[config.mk]
export PLATFORM = sky130hd
export DESIGN_NAME = two_char_key_lru_cache_top
export DESIGN_NICKNAME = d
export VERILOG_FILES = /design/src/rtl/tcklru_pkg.sv /design/src/rtl/two_char_key_lru_cache_top.sv /design/src/rtl/tcklru_ram.sv
export SDC_FILE = /design/constraint.sdc
export NUM_CORES = 2
export LEC_CHECK = 0
export BUFFER_PORTS_ARGS = -buffer_cell sky130_fd_sc_hd__buf_2
export CORE_ASPECT_RATIO = 0.5
export CORE_MARGIN = 2
export CORE_UTILIZATION = 60
export DETAILED_ROUTE_END_ITERATION = 8
export GPL_TIMING_DRIVEN = 0
export PLACE_DENSITY = 0.73
export REMOVE_ABC_BUFFERS = 1
export SYNTH_ARGS = -nofsm -noshare
export SYNTH_HDL_FRONTEND = slang
export SYNTH_SLANG_ARGS = --single-unit
[constraint.sdc]
create_clock -name clk -period 25.9 [get_ports clk]
set_input_delay 1.295 -clock clk [delete_from_list [all_inputs] [get_ports clk]]
set_output_delay 1.295 -clock clk [all_outputs]
set_load 0.05 [all_outputs]
[src/rtl/tcklru_pkg.sv]
// types, constants and helpers shared by the two-character-key lru cache
// no dependencies; used by tcklru_ram users and the top level
`default_nettype none

package tcklru_pkg;

	// result status codes
	localparam logic [2:0] STATUS_BAD_KEY   = 3'd0;
	localparam logic [2:0] STATUS_HIT       = 3'd1;
	localparam logic [2:0] STATUS_MISS      = 3'd2;
	localparam logic [2:0] STATUS_INSTALLED = 3'd3;
	localparam logic [2:0] STATUS_SIZE_REJ  = 3'd4;

	// request kinds
	localparam logic KIND_LOOKUP  = 1'b0;
	localparam logic KIND_INSTALL = 1'b1;

	// configuration register indexes (word address bit 2)
	localparam logic REG_MAX_ITEM = 1'b0;

	localparam logic [15:0] MAX_ITEM_RESET = 16'd8192;
	localparam logic [31:0] STAMP_CEILING  = 32'hFFFF_FFFF;
	localparam int          SLOT_W         = 5;

	typedef struct packed {
		logic        kind;
		logic [7:0]  key_first;
		logic [7:0]  key_second;
		logic        key_length_ok;
		logic [15:0] item_size;
		logic [31:0] buffer_handle;
	} cmd_t;

	typedef struct packed {
		logic [2:0]        status;
		logic [SLOT_W-1:0] slot;
		logic [31:0]       entry_handle;
		logic [15:0]       entry_size;
		logic              evicted;
		logic [31:0]       evicted_handle;
	} result_t;

	// one cache entry as held in the entry memory
	typedef struct packed {
		logic [15:0] key;
		logic [31:0] stamp;
		logic [31:0] handle;
		logic [15:0] bytes;
	} entry_t;

	localparam int ENTRY_W = $bits(entry_t);

	// ascii upper case letters become lower case, all else passes
	function automatic logic [7:0] fold_case(input logic [7:0] b);
		logic [7:0] r;
		r = b;
		if (b >= 8'h41 && b <= 8'h5A) begin
			r = b + 8'd32;
		end
		return r;
	endfunction

endpackage

`default_nettype wire

[src/rtl/two_char_key_lru_cache_top.sv]
// two-character-key fully associative cache with timestamp lru replacement
// depends on tcklru_pkg and tcklru_ram
// bad key and size reject answer in the cycle after start; lookups and installs
// scan the entry ram one entry a cycle.
// one transaction at a time, next start taken in the result cycle; results cannot stall
// reset clears valid bits, the use tick and max_item_bytes (8192); the entry ram is not cleared.
`default_nettype none

module two_char_key_lru_cache_top #(
	parameter int ENTRIES = 24
) (
	input  wire logic               clk,
	input  wire logic               arst_n,
	// command channel
	input  wire logic               start,
	output logic                    busy,
	input  wire tcklru_pkg::cmd_t   cmd,
	// result channel
	output logic                    done,
	output tcklru_pkg::result_t     result,
	// register port
	input  wire logic               psel,
	input  wire logic               penable,
	input  wire logic               pwrite,
	input  wire logic [2:0]         paddr,
	input  wire logic [31:0]        pwdata,
	output logic      [31:0]        prdata,
	output logic                    pready
);

	localparam int IDX_W = (ENTRIES > 1) ? $clog2(ENTRIES) : 1;
	localparam logic [IDX_W-1:0] LAST_IDX = IDX_W'(ENTRIES - 1);

	localparam logic ST_IDLE = 1'b0;
	localparam logic ST_SCAN = 1'b1;

	logic                       state_q;
	logic                       kind_q;
	logic [15:0]                key_q;
	logic [15:0]                size_q;
	logic [31:0]                handle_q;
	logic [31:0]                tick_q;
	logic [ENTRIES-1:0]         valid_q;
	logic [15:0]                max_q;
	logic [IDX_W-1:0]           rd_idx_q;
	logic                       rd_on_q;
	logic                       chk_vld_s1;
	logic [IDX_W-1:0]           chk_idx_s1;
	logic [IDX_W-1:0]           best_slot_q;
	logic [31:0]                best_stamp_q;
	logic [31:0]                best_handle_q;
	logic                       done_q;
	tcklru_pkg::result_t        res_q;

	logic                       accept;
	logic                       cfg_wr;
	logic                       size_bad;
	logic                       refuse;
	tcklru_pkg::result_t        early_res;
	tcklru_pkg::entry_t         ent;
	logic [tcklru_pkg::ENTRY_W-1:0] rdata;
	logic                       ent_valid;
	logic                       chk_last;
	logic                       hit;
	logic [31:0]                cur_stamp;
	logic [IDX_W-1:0]           cur_slot;
	logic [31:0]                cur_handle;
	logic                       older;
	logic [IDX_W-1:0]           nxt_slot;
	logic [31:0]                nxt_stamp;
	logic [31:0]                nxt_handle;
	logic                       fin;
	tcklru_pkg::result_t        fin_res;
	logic                       we;
	logic [IDX_W-1:0]           waddr;
	tcklru_pkg::entry_t         wentry;

	// index to the 5-bit slot field, zero extended or truncated
	function automatic logic [tcklru_pkg::SLOT_W-1:0] to_slot(input logic [IDX_W-1:0] idx);
		logic [tcklru_pkg::SLOT_W+IDX_W-1:0] wide;
		wide = {{tcklru_pkg::SLOT_W{1'b0}}, idx};
		return wide[tcklru_pkg::SLOT_W-1:0];
	endfunction

	assign accept   = start && !busy;
	assign busy     = (state_q == ST_SCAN);
	assign done     = done_q;
	assign result   = res_q;
	assign pready   = 1'b1;
	assign cfg_wr   = psel && penable && pwrite && pready;
	assign size_bad = (cmd.item_size == 16'd0) || (cmd.item_size > max_q);
	assign refuse   = !cmd.key_length_ok || (cmd.kind == tcklru_pkg::KIND_INSTALL && size_bad);

	// immediate result for a refused command
	always_comb begin
		early_res = '0;
		if (!cmd.key_length_ok) begin
			early_res.status = tcklru_pkg::STATUS_BAD_KEY;
		end else begin
			early_res.status = tcklru_pkg::STATUS_SIZE_REJ;
		end
	end

	// register read back
	always_comb begin
		prdata = 32'd0;
		if (paddr[2] == tcklru_pkg::REG_MAX_ITEM) begin
			prdata = {16'd0, max_q};
		end
	end

	// entry memory
	tcklru_ram #(
		.WIDTH (tcklru_pkg::ENTRY_W),
		.DEPTH (ENTRIES)
	) u_entry_ram (
		.clk   (clk),
		.we    (we),
		.waddr (waddr),
		.wdata (wentry),
		.re    (rd_on_q),
		.raddr (rd_idx_q),
		.rdata (rdata)
	);

	assign ent       = tcklru_pkg::entry_t'(rdata);
	assign ent_valid = valid_q[chk_idx_s1];
	assign chk_last  = (chk_idx_s1 == LAST_IDX);
	assign hit       = ent_valid && (ent.key == key_q);

	// running oldest candidate; slot 0 is the default victim
	always_comb begin
		if (chk_idx_s1 == '0) begin
			cur_stamp  = tcklru_pkg::STAMP_CEILING;
			cur_slot   = '0;
			cur_handle = ent.handle;
		end else begin
			cur_stamp  = best_stamp_q;
			cur_slot   = best_slot_q;
			cur_handle = best_handle_q;
		end
		older = ent.stamp < cur_stamp;
		if (older) begin
			nxt_slot   = chk_idx_s1;
			nxt_stamp  = ent.stamp;
			nxt_handle = ent.handle;
		end else begin
			nxt_slot   = cur_slot;
			nxt_stamp  = cur_stamp;
			nxt_handle = cur_handle;
		end
	end

	// scan decision for the entry that just came out of the ram
	always_comb begin
		fin     = 1'b0;
		fin_res = '0;
		we      = 1'b0;
		waddr   = chk_idx_s1;
		wentry  = '{key: key_q, stamp: tick_q, handle: handle_q, bytes: size_q};
		if (state_q == ST_SCAN && chk_vld_s1) begin
			unique case (kind_q)
				tcklru_pkg::KIND_LOOKUP: begin
					if (hit) begin
						fin                  = 1'b1;
						we                   = 1'b1;
						wentry               = '{key: ent.key, stamp: tick_q,
							handle: ent.handle, bytes: ent.bytes};
						fin_res.status       = tcklru_pkg::STATUS_HIT;
						fin_res.slot         = to_slot(chk_idx_s1);
						fin_res.entry_handle = ent.handle;
						fin_res.entry_size   = ent.bytes;
					end else if (chk_last) begin
						fin            = 1'b1;
						fin_res.status = tcklru_pkg::STATUS_MISS;
					end
				end
				tcklru_pkg::KIND_INSTALL: begin
					if (!ent_valid || chk_last) begin
						fin                  = 1'b1;
						we                   = 1'b1;
						fin_res.status       = tcklru_pkg::STATUS_INSTALLED;
						fin_res.entry_handle = handle_q;
						fin_res.entry_size   = size_q;
						if (!ent_valid) begin
							waddr        = chk_idx_s1;
							fin_res.slot = to_slot(chk_idx_s1);
						end else begin
							waddr                  = nxt_slot;
							fin_res.slot           = to_slot(nxt_slot);
							fin_res.evicted        = 1'b1;
							fin_res.evicted_handle = nxt_handle;
						end
					end
				end
				default: ;
			endcase
		end
	end

	// configuration register
	always_ff @(posedge clk or negedge arst_n) begin
		if (!arst_n) begin
			max_q <= tcklru_pkg::MAX_ITEM_RESET;
		end else if (cfg_wr && paddr[2] == tcklru_pkg::REG_MAX_ITEM) begin
			max_q <= pwdata[15:0];
		end
	end

	// control: accept, scan, finish
	always_ff @(posedge clk or negedge arst_n) begin
		if (!arst_n) begin
			state_q    <= ST_IDLE;
			tick_q     <= '0;
			valid_q    <= '0;
			rd_idx_q   <= '0;
			rd_on_q    <= 1'b0;
			chk_vld_s1 <= 1'b0;
			done_q     <= 1'b0;
		end else begin
			unique case (state_q)
				ST_IDLE: begin
					done_q <= accept && refuse;
					if (accept && !refuse) begin
						state_q  <= ST_SCAN;
						rd_idx_q <= '0;
						rd_on_q  <= 1'b1;
						if (cmd.kind == tcklru_pkg::KIND_LOOKUP) begin
							tick_q <= tick_q + 32'd1;
						end
					end
				end
				ST_SCAN: begin
					done_q <= fin;
					if (fin) begin
						state_q    <= ST_IDLE;
						rd_on_q    <= 1'b0;
						chk_vld_s1 <= 1'b0;
						if (kind_q == tcklru_pkg::KIND_INSTALL) begin
							valid_q[waddr] <= 1'b1;
						end
					end else begin
						chk_vld_s1 <= rd_on_q;
						if (rd_on_q) begin
							if (rd_idx_q == LAST_IDX) begin
								rd_on_q <= 1'b0;
							end else begin
								rd_idx_q <= rd_idx_q + IDX_W'(1);
							end
						end
					end
				end
				default: begin
					state_q <= ST_IDLE;
					done_q  <= 1'b0;
				end
			endcase
		end
	end

	// payload registers
	always_ff @(posedge clk) begin
		if (state_q == ST_IDLE && accept) begin
			kind_q   <= cmd.kind;
			key_q    <= {tcklru_pkg::fold_case(cmd.key_first),
				tcklru_pkg::fold_case(cmd.key_second)};
			size_q   <= cmd.item_size;
			handle_q <= cmd.buffer_handle;
			res_q    <= early_res;
		end
		if (state_q == ST_SCAN && chk_vld_s1) begin
			chk_idx_s1    <= rd_idx_q;
			best_slot_q   <= nxt_slot;
			best_stamp_q  <= nxt_stamp;
			best_handle_q <= nxt_handle;
		end else begin
			chk_idx_s1 <= rd_idx_q;
		end
		if (fin) begin
			res_q <= fin_res;
		end
	end

endmodule

`default_nettype wire

[src/rtl/tcklru_ram.sv]
// generic single-clock ram, one write port and one registered read port
// no dependencies
`default_nettype none

module tcklru_ram #(
	parameter int WIDTH = 8,
	parameter int DEPTH = 16
) (
	input  wire logic                                    clk,
	input  wire logic                                    we,
	input  wire logic [((DEPTH > 1) ? $clog2(DEPTH) : 1)-1:0] waddr,
	input  wire logic [WIDTH-1:0]                        wdata,
	input  wire logic                                    re,
	input  wire logic [((DEPTH > 1) ? $clog2(DEPTH) : 1)-1:0] raddr,
	output logic      [WIDTH-1:0]                        rdata
);

	logic [WIDTH-1:0] mem [DEPTH];

	// write, then registered read
	always_ff @(posedge clk) begin
		if (we) begin
			mem[waddr] <= wdata;
		end
		if (re) begin
			rdata <= mem[raddr];
		end
	end

endmodule

`default_nettype wire
After elaboration in Yosys (flattened, before gate mapping). Memory sizes are Yosys's and may differ from the RTL's. A register that Yosys moved wholly into a read port is not among the register bits. Index checks and enable logic that the tools add are counted.

$add $sub $neg: 4. Reductions and logical operators: 26. Bitwise logic cells: 5. Eq/ne operators: 7. Muxes and demuxes: 56. Magnitude comparators: 9.

Operators with widths (count): $mux 96 (3); $mux 89 (3); $mux 32 (4); $pmux 56 s2 (1); $mux 88 (1); $mux 33 (2); $mux 53 (1); $mux 5 (10); $add 32x1->32 const B (1); $lt 32x32->1 (1); $or 24x24->24 (1); $mux 1 (17); $add 8x6->8 const B (2); $eq 16x16->1 (1); $ge 8x7->1 const B (2); $gt 16x16->1 (1); $le 8x7->1 const B (2); $logic_not 16->1 (1); $mux 16 (1); $mux 8 (2); $logic_and 1x1->1 (13); $lt 5x6->1 const B (2); $eq 5x5->1 const B (2); $pmux 1 s2 (5); 16 further kinds (28).

Output and inout port bits: 124. Input port bits: 107. RAM bits: 2304. Flip-flop bits (word level): 309. Memories: 1. Word-level logic and storage cells: 130.

Memories: u_entry_ram.mem (words 24, width 96, read ports 1, clocked after Yosys merged registers in 1, write ports 1, RTL line tcklru_ram.sv:18) `logic [WIDTH-1:0] mem [DEPTH];`.

Depth between registers and ports, before layout.
Depth in word-level cells: 13. Mapped depth: 16. Depth with buffers taken out: 12.

Modules after synthesis. A second synthesis with hierarchy kept.

Cells, all modules: 5254. Area, all modules: 105389.8 µm².

By module, submodules not included: tcklru_ram (instances 1, cells an instance 4138, sequential area each 72069.1 µm², area an instance 90824.6 µm²); two_char_key_lru_cache_top (instances 1, cells an instance 1116, sequential area each 8824.7 µm², area an instance 14565.2 µm²).

Least setup slack after synthesis. No wires, ideal clock.

Kind: register to register. Start: register chk_idx_s1[3]. End: memory u_entry_ram.mem[9][0] (netlist bit) (enable). Arrival: 7578 ps. Setup slack: 17770 ps. Clock period less this slack: 8130 ps. Stages on the path, launching flop included: 16. Data required time: 25348 ps. Buffers on the path: 3. Library setup time: 552 ps. Cell sequence: dfxtp_1 buf_2 nor4_2 nor2b_1 clkbuf_1 clkbuf_1 nor2_1 ha_1 nand4_1 nor4_1 nand3_1 o211ai_2 o21ai_0 a32oi_1 nand3_1 nor2_1.

Word-level cells in the longest chain between the ends: 9. Elaborated cells on any way between the ends: 21. Classes of those cells: order compare: 1; eq/ne: 1; mux: 15; reduce/logical: 4.

RTL lines: start: declaration (RTL line two_char_key_lru_cache_top.sv:48) `logic [IDX_W-1:0] chk_idx_s1;`; start signal: assignment (RTL line two_char_key_lru_cache_top.sv:272) `chk_idx_s1 <= rd_idx_q;`; start signal: assignment (RTL line two_char_key_lru_cache_top.sv:277) `chk_idx_s1 <= rd_idx_q;`; branches (longest 9 deep; another with $lt 32x32->1); end: declaration (RTL line tcklru_ram.sv:18).

Parallel ways; which one is timed is not known. The select of a mux whose other input is x is not followed.

Worst setup path in the final report.
Start: register chk_idx_s1[3]. End: memory u_entry_ram.mem[4][36] (netlist bit) (enable).

Same word-level chain as after synthesis.

==> metrics.md <==
| Metric | Value |
|---|---|
| Outcome | finished clean |
| CTS tree | yes |
| Slew Limit Headroom | roughly 17% |
| Period utilization | between 30 and 40% |
| FFs w/ async S/R, synth | 2.99% |
| Die Area | about 180000 um2 |
| IO Pins | about 230 |
| Layout cells sized above 1 | approximately 29% |
| Placed cell area | 113000 um2 |
| WHS | about 320 ps |
| CP Cell Sequence | nor4_2 > nor2b_4 > nor2_1 > ha_1 > nand4_1 > nor4_1 > nand3_1 > o211ai_2 > o21ai_0 > a32oi_1 > nand3_1 > nor2_4 > buf_12 > buf_12 > buf_16 > buf_16 |
| Largest cells by area after synthesis | edfxtp_1 75%, mux4_2 15%, dfrtp_1 1.9% |
| Setup WS pre-CTS | 17620 ps |
| # hold bufs at CTS | 0 |
| Top cell type by total area after synthesis | edfxtp_1 |
| Mapped cell area | 105000 um2 |
| Leak | about 39 nW |
| #FFs+latches synth | between 2000 and 3000 |
| Initial DRT Pass Iterations | 6 |
| CTS max path bufs | 4 |
| Register area share after synthesis | between 70 and 80% |
| CP Class | reg2reg |
| Hold Vio Cnt, Final | 0 |
| Prevailing post-synth register cell | edfxtp_1 |
| Clock transition at path regs | around 80 ps |
| Fmax | 116 MHz |
| Rows | ~110 |
| Worst setup margin | around 17000 ps |
| RSZ-0062 raised after global routing | false |
| Max VDD drop | slightly below 0.09 mV |
| Tot GR Track Use | about 29% |
| Total wire length | approximately 250000 um |
| Unique cell type count in the Yosys netlist | 73 |
| Critical Path Sink Type | register |
| Final min period | between 8000 and 9000 ps |
| Largest net degree at the start of global routing | 74 |
| Max Slew Vio Count | 0 |
| Area fraction of the dominant cell type after synthesis | 75.2% |
| CP max stage delay | ~940 ps |
| Die X | just under 600 um |
| Num CTS Buffers | between 200 and 250 |
| Vias/cell | between 6 and 7 |
| Port Buffers | between 150 and 200 |
| Worst EP arrival | 9190 ps |
| CP startpoint kind | register |
| CTS Sinks | roughly 2700 |
| Most frequent cells after synthesis | 2623 x edfxtp_1, 674 x mux4_2, 278 x nor2_1, 171 x clkbuf_1, 150 x a21oi_1 |
| Vias in the first global route | 52800 |
| Core region area | ~170000 um2 |
| Routability congestion estimate | about 0.81 |
| Number of flops mapped to enable cells by yosys | about 2600 |
| Die height | about 300 um |
| Most frequent cell after synthesis | edfxtp_1 |
| Clk_lat worst skew | 870 ps |
| Power Density | around 100 nW/um2 |
| Post-DP HPWL | 146000 um |
| WL/cell | 33.4 um |
| Worst-margin pin slew | ~1200 ps |
| Initial Utilization | 60.4% |
| Fin nets | between 5000 and 6000 |
| CP max FO | 32 |
| Final setup vio count | 0 |
| Buf+Inv Stages, Crit Path | 4 |
| Clock tree root driver cell | clkbuf_16 |
| Slowest cell on the critical path | nor2b_4 |
| Vias | around 52000 |
| Initial antenna violation count | 1 |
| Area grow syn2layout | 14.4% |
| CTS resizes | 0 |
| Final instance area | 120000 um2 |
| Worst path required time | about 26000 ps |
| First-pass GRT wire length | between 300000 and 400000 um |
| Hold WC Path Type | in2async |
| Iter 0 DRT Violations | between 7000 and 8000 |
| H-Tree Depth | 4 |
| CP delay by family, top | simple AND/OR/NAND/NOR gates |
| Clock Skew | 41.4 ps |
| Remaining DRCs | 0 |
| Ant. Diodes | 0 |
| Post-route ant nets | 0 |
| Synth warnings | 0 |
| GRT Residual Overflow | 0 |
| Syn Inst Count | 4753 |
| Post-CTS Setup Repair Bufs | 0 |
| Synth Area per Inst | between 20 and 25 um2 |
| Number of max-cap violations | 0 |
[path summary, 6_finish.rpt]
path	from	cells after the start	slack [ps]	to
setup / recovery	chk_idx_s1[3]	16	17260	u_entry_ram.mem[4][36]
hold / removal	arst_n	1	320	max_q[15]
setup reg to reg	chk_idx_s1[3]	16	17260	u_entry_ram.mem[4][36]
hold reg to reg	valid_q[20]	1	490	valid_q[20]
max in group asynchronous	arst_n	2	24910	tick_q[24]
min in group clk	valid_q[20]	1	490	valid_q[20]
[flip-flops by register name, summed over array words and instances, names as in the netlist]
register and cells:
best_handle_q 32, best_slot_q 5, best_stamp_q 32, busy 1, chk_idx_s1 5, chk_vld_s1 1
done 1, handle_q 32, key_q 16, kind_q 1, max_q 16, rd_idx_q 5
rd_on_q 1, result 89, size_q 16, tick_q 32, u_entry_ram.mem 2304, u_entry_ram.rdata 96
valid_q 24
[cell families (layout without fill, tap and decap cells)]
family	Yosys count	in the layout	synth area share (%)
xor gates and xnor gates	50	50	0.418
muxes	881	881	16.6
buffers and inverters	298	844	1.21
AOI/OAI and AO/OA	292	292	1.80
adders and majority gates	51	51	0.610
and+or+nand+nor	470	470	2.05
other	2	17	0.00717
DFF	2709	2709	77.3
[where the power goes]
part	switching (mW)	internal, mW
sequential	0.259	5.33
clock	1.52	1.86
combinational	1.80	1.46
total	3.58	8.65
[through the flow]
| step | std cells | total power [mW] | TNS, ps | util (%) |
|---|---|---|---|---|
| after detailed placement | 7213 | 8.89 | 0 | 64.9 |
| final | 7624 | 12.2 | 0 | 69.0 |
| after CTS | 7624 | 12.3 | 0 | 69.0 |
| after floorplan | 4497 | 9.39 | 0 | - |
| after global placement | 7002 | 11.0 | -2306200 | 62.0 |
| after global routing | 7624 | 12.7 | 0 | 69.0 |
[placed cells by master, fill, tap and decap left out, types with 17 or more instances in the layout]
master     instances
edfxtp_1        2623
mux4_2           674
nor2_1           254
clkbuf_16        229
buf_2            194
a21oi_1          150
buf_12           103
mux2i_1          102
mux2_2           101
buf_16            97
dfrtp_1           74
clkinv_1          56
a22oi_1           51
ha_1              51
clkinv_2          47
nand2_1           44
clkbuf_1          42
and2_1            39
xor2_1            27
inv_1             24
nand3_1           24
nor2_4            24
xnor2_1           23
bufinv_16         23
nand4_1           22
o21ai_0           19
conb_1            17
[layout make-up]
cell class,instances,area (um2)
flip-flops and latches,2709,80900
multi-input cells,1761,22800
clock inverters,135,1210
clock buffers,276,5960
well taps,2310,2890
fillers,9886,53700
inverters,27,108
repair buffers,406,5810
[layer usage]
metal | up-vias | wire, um | track usage, %
met5 | - | 14 | 0
met4 | 2 | 8260 | 8.82
met3 | 555 | 25200 | 5.08
met2 | 3385 | 125000 | 46.4
met1 | 27600 | 96800 | 41.3
li1 | 20500 | - | -
Note: power is estimated with default switching activity, not from simulation.
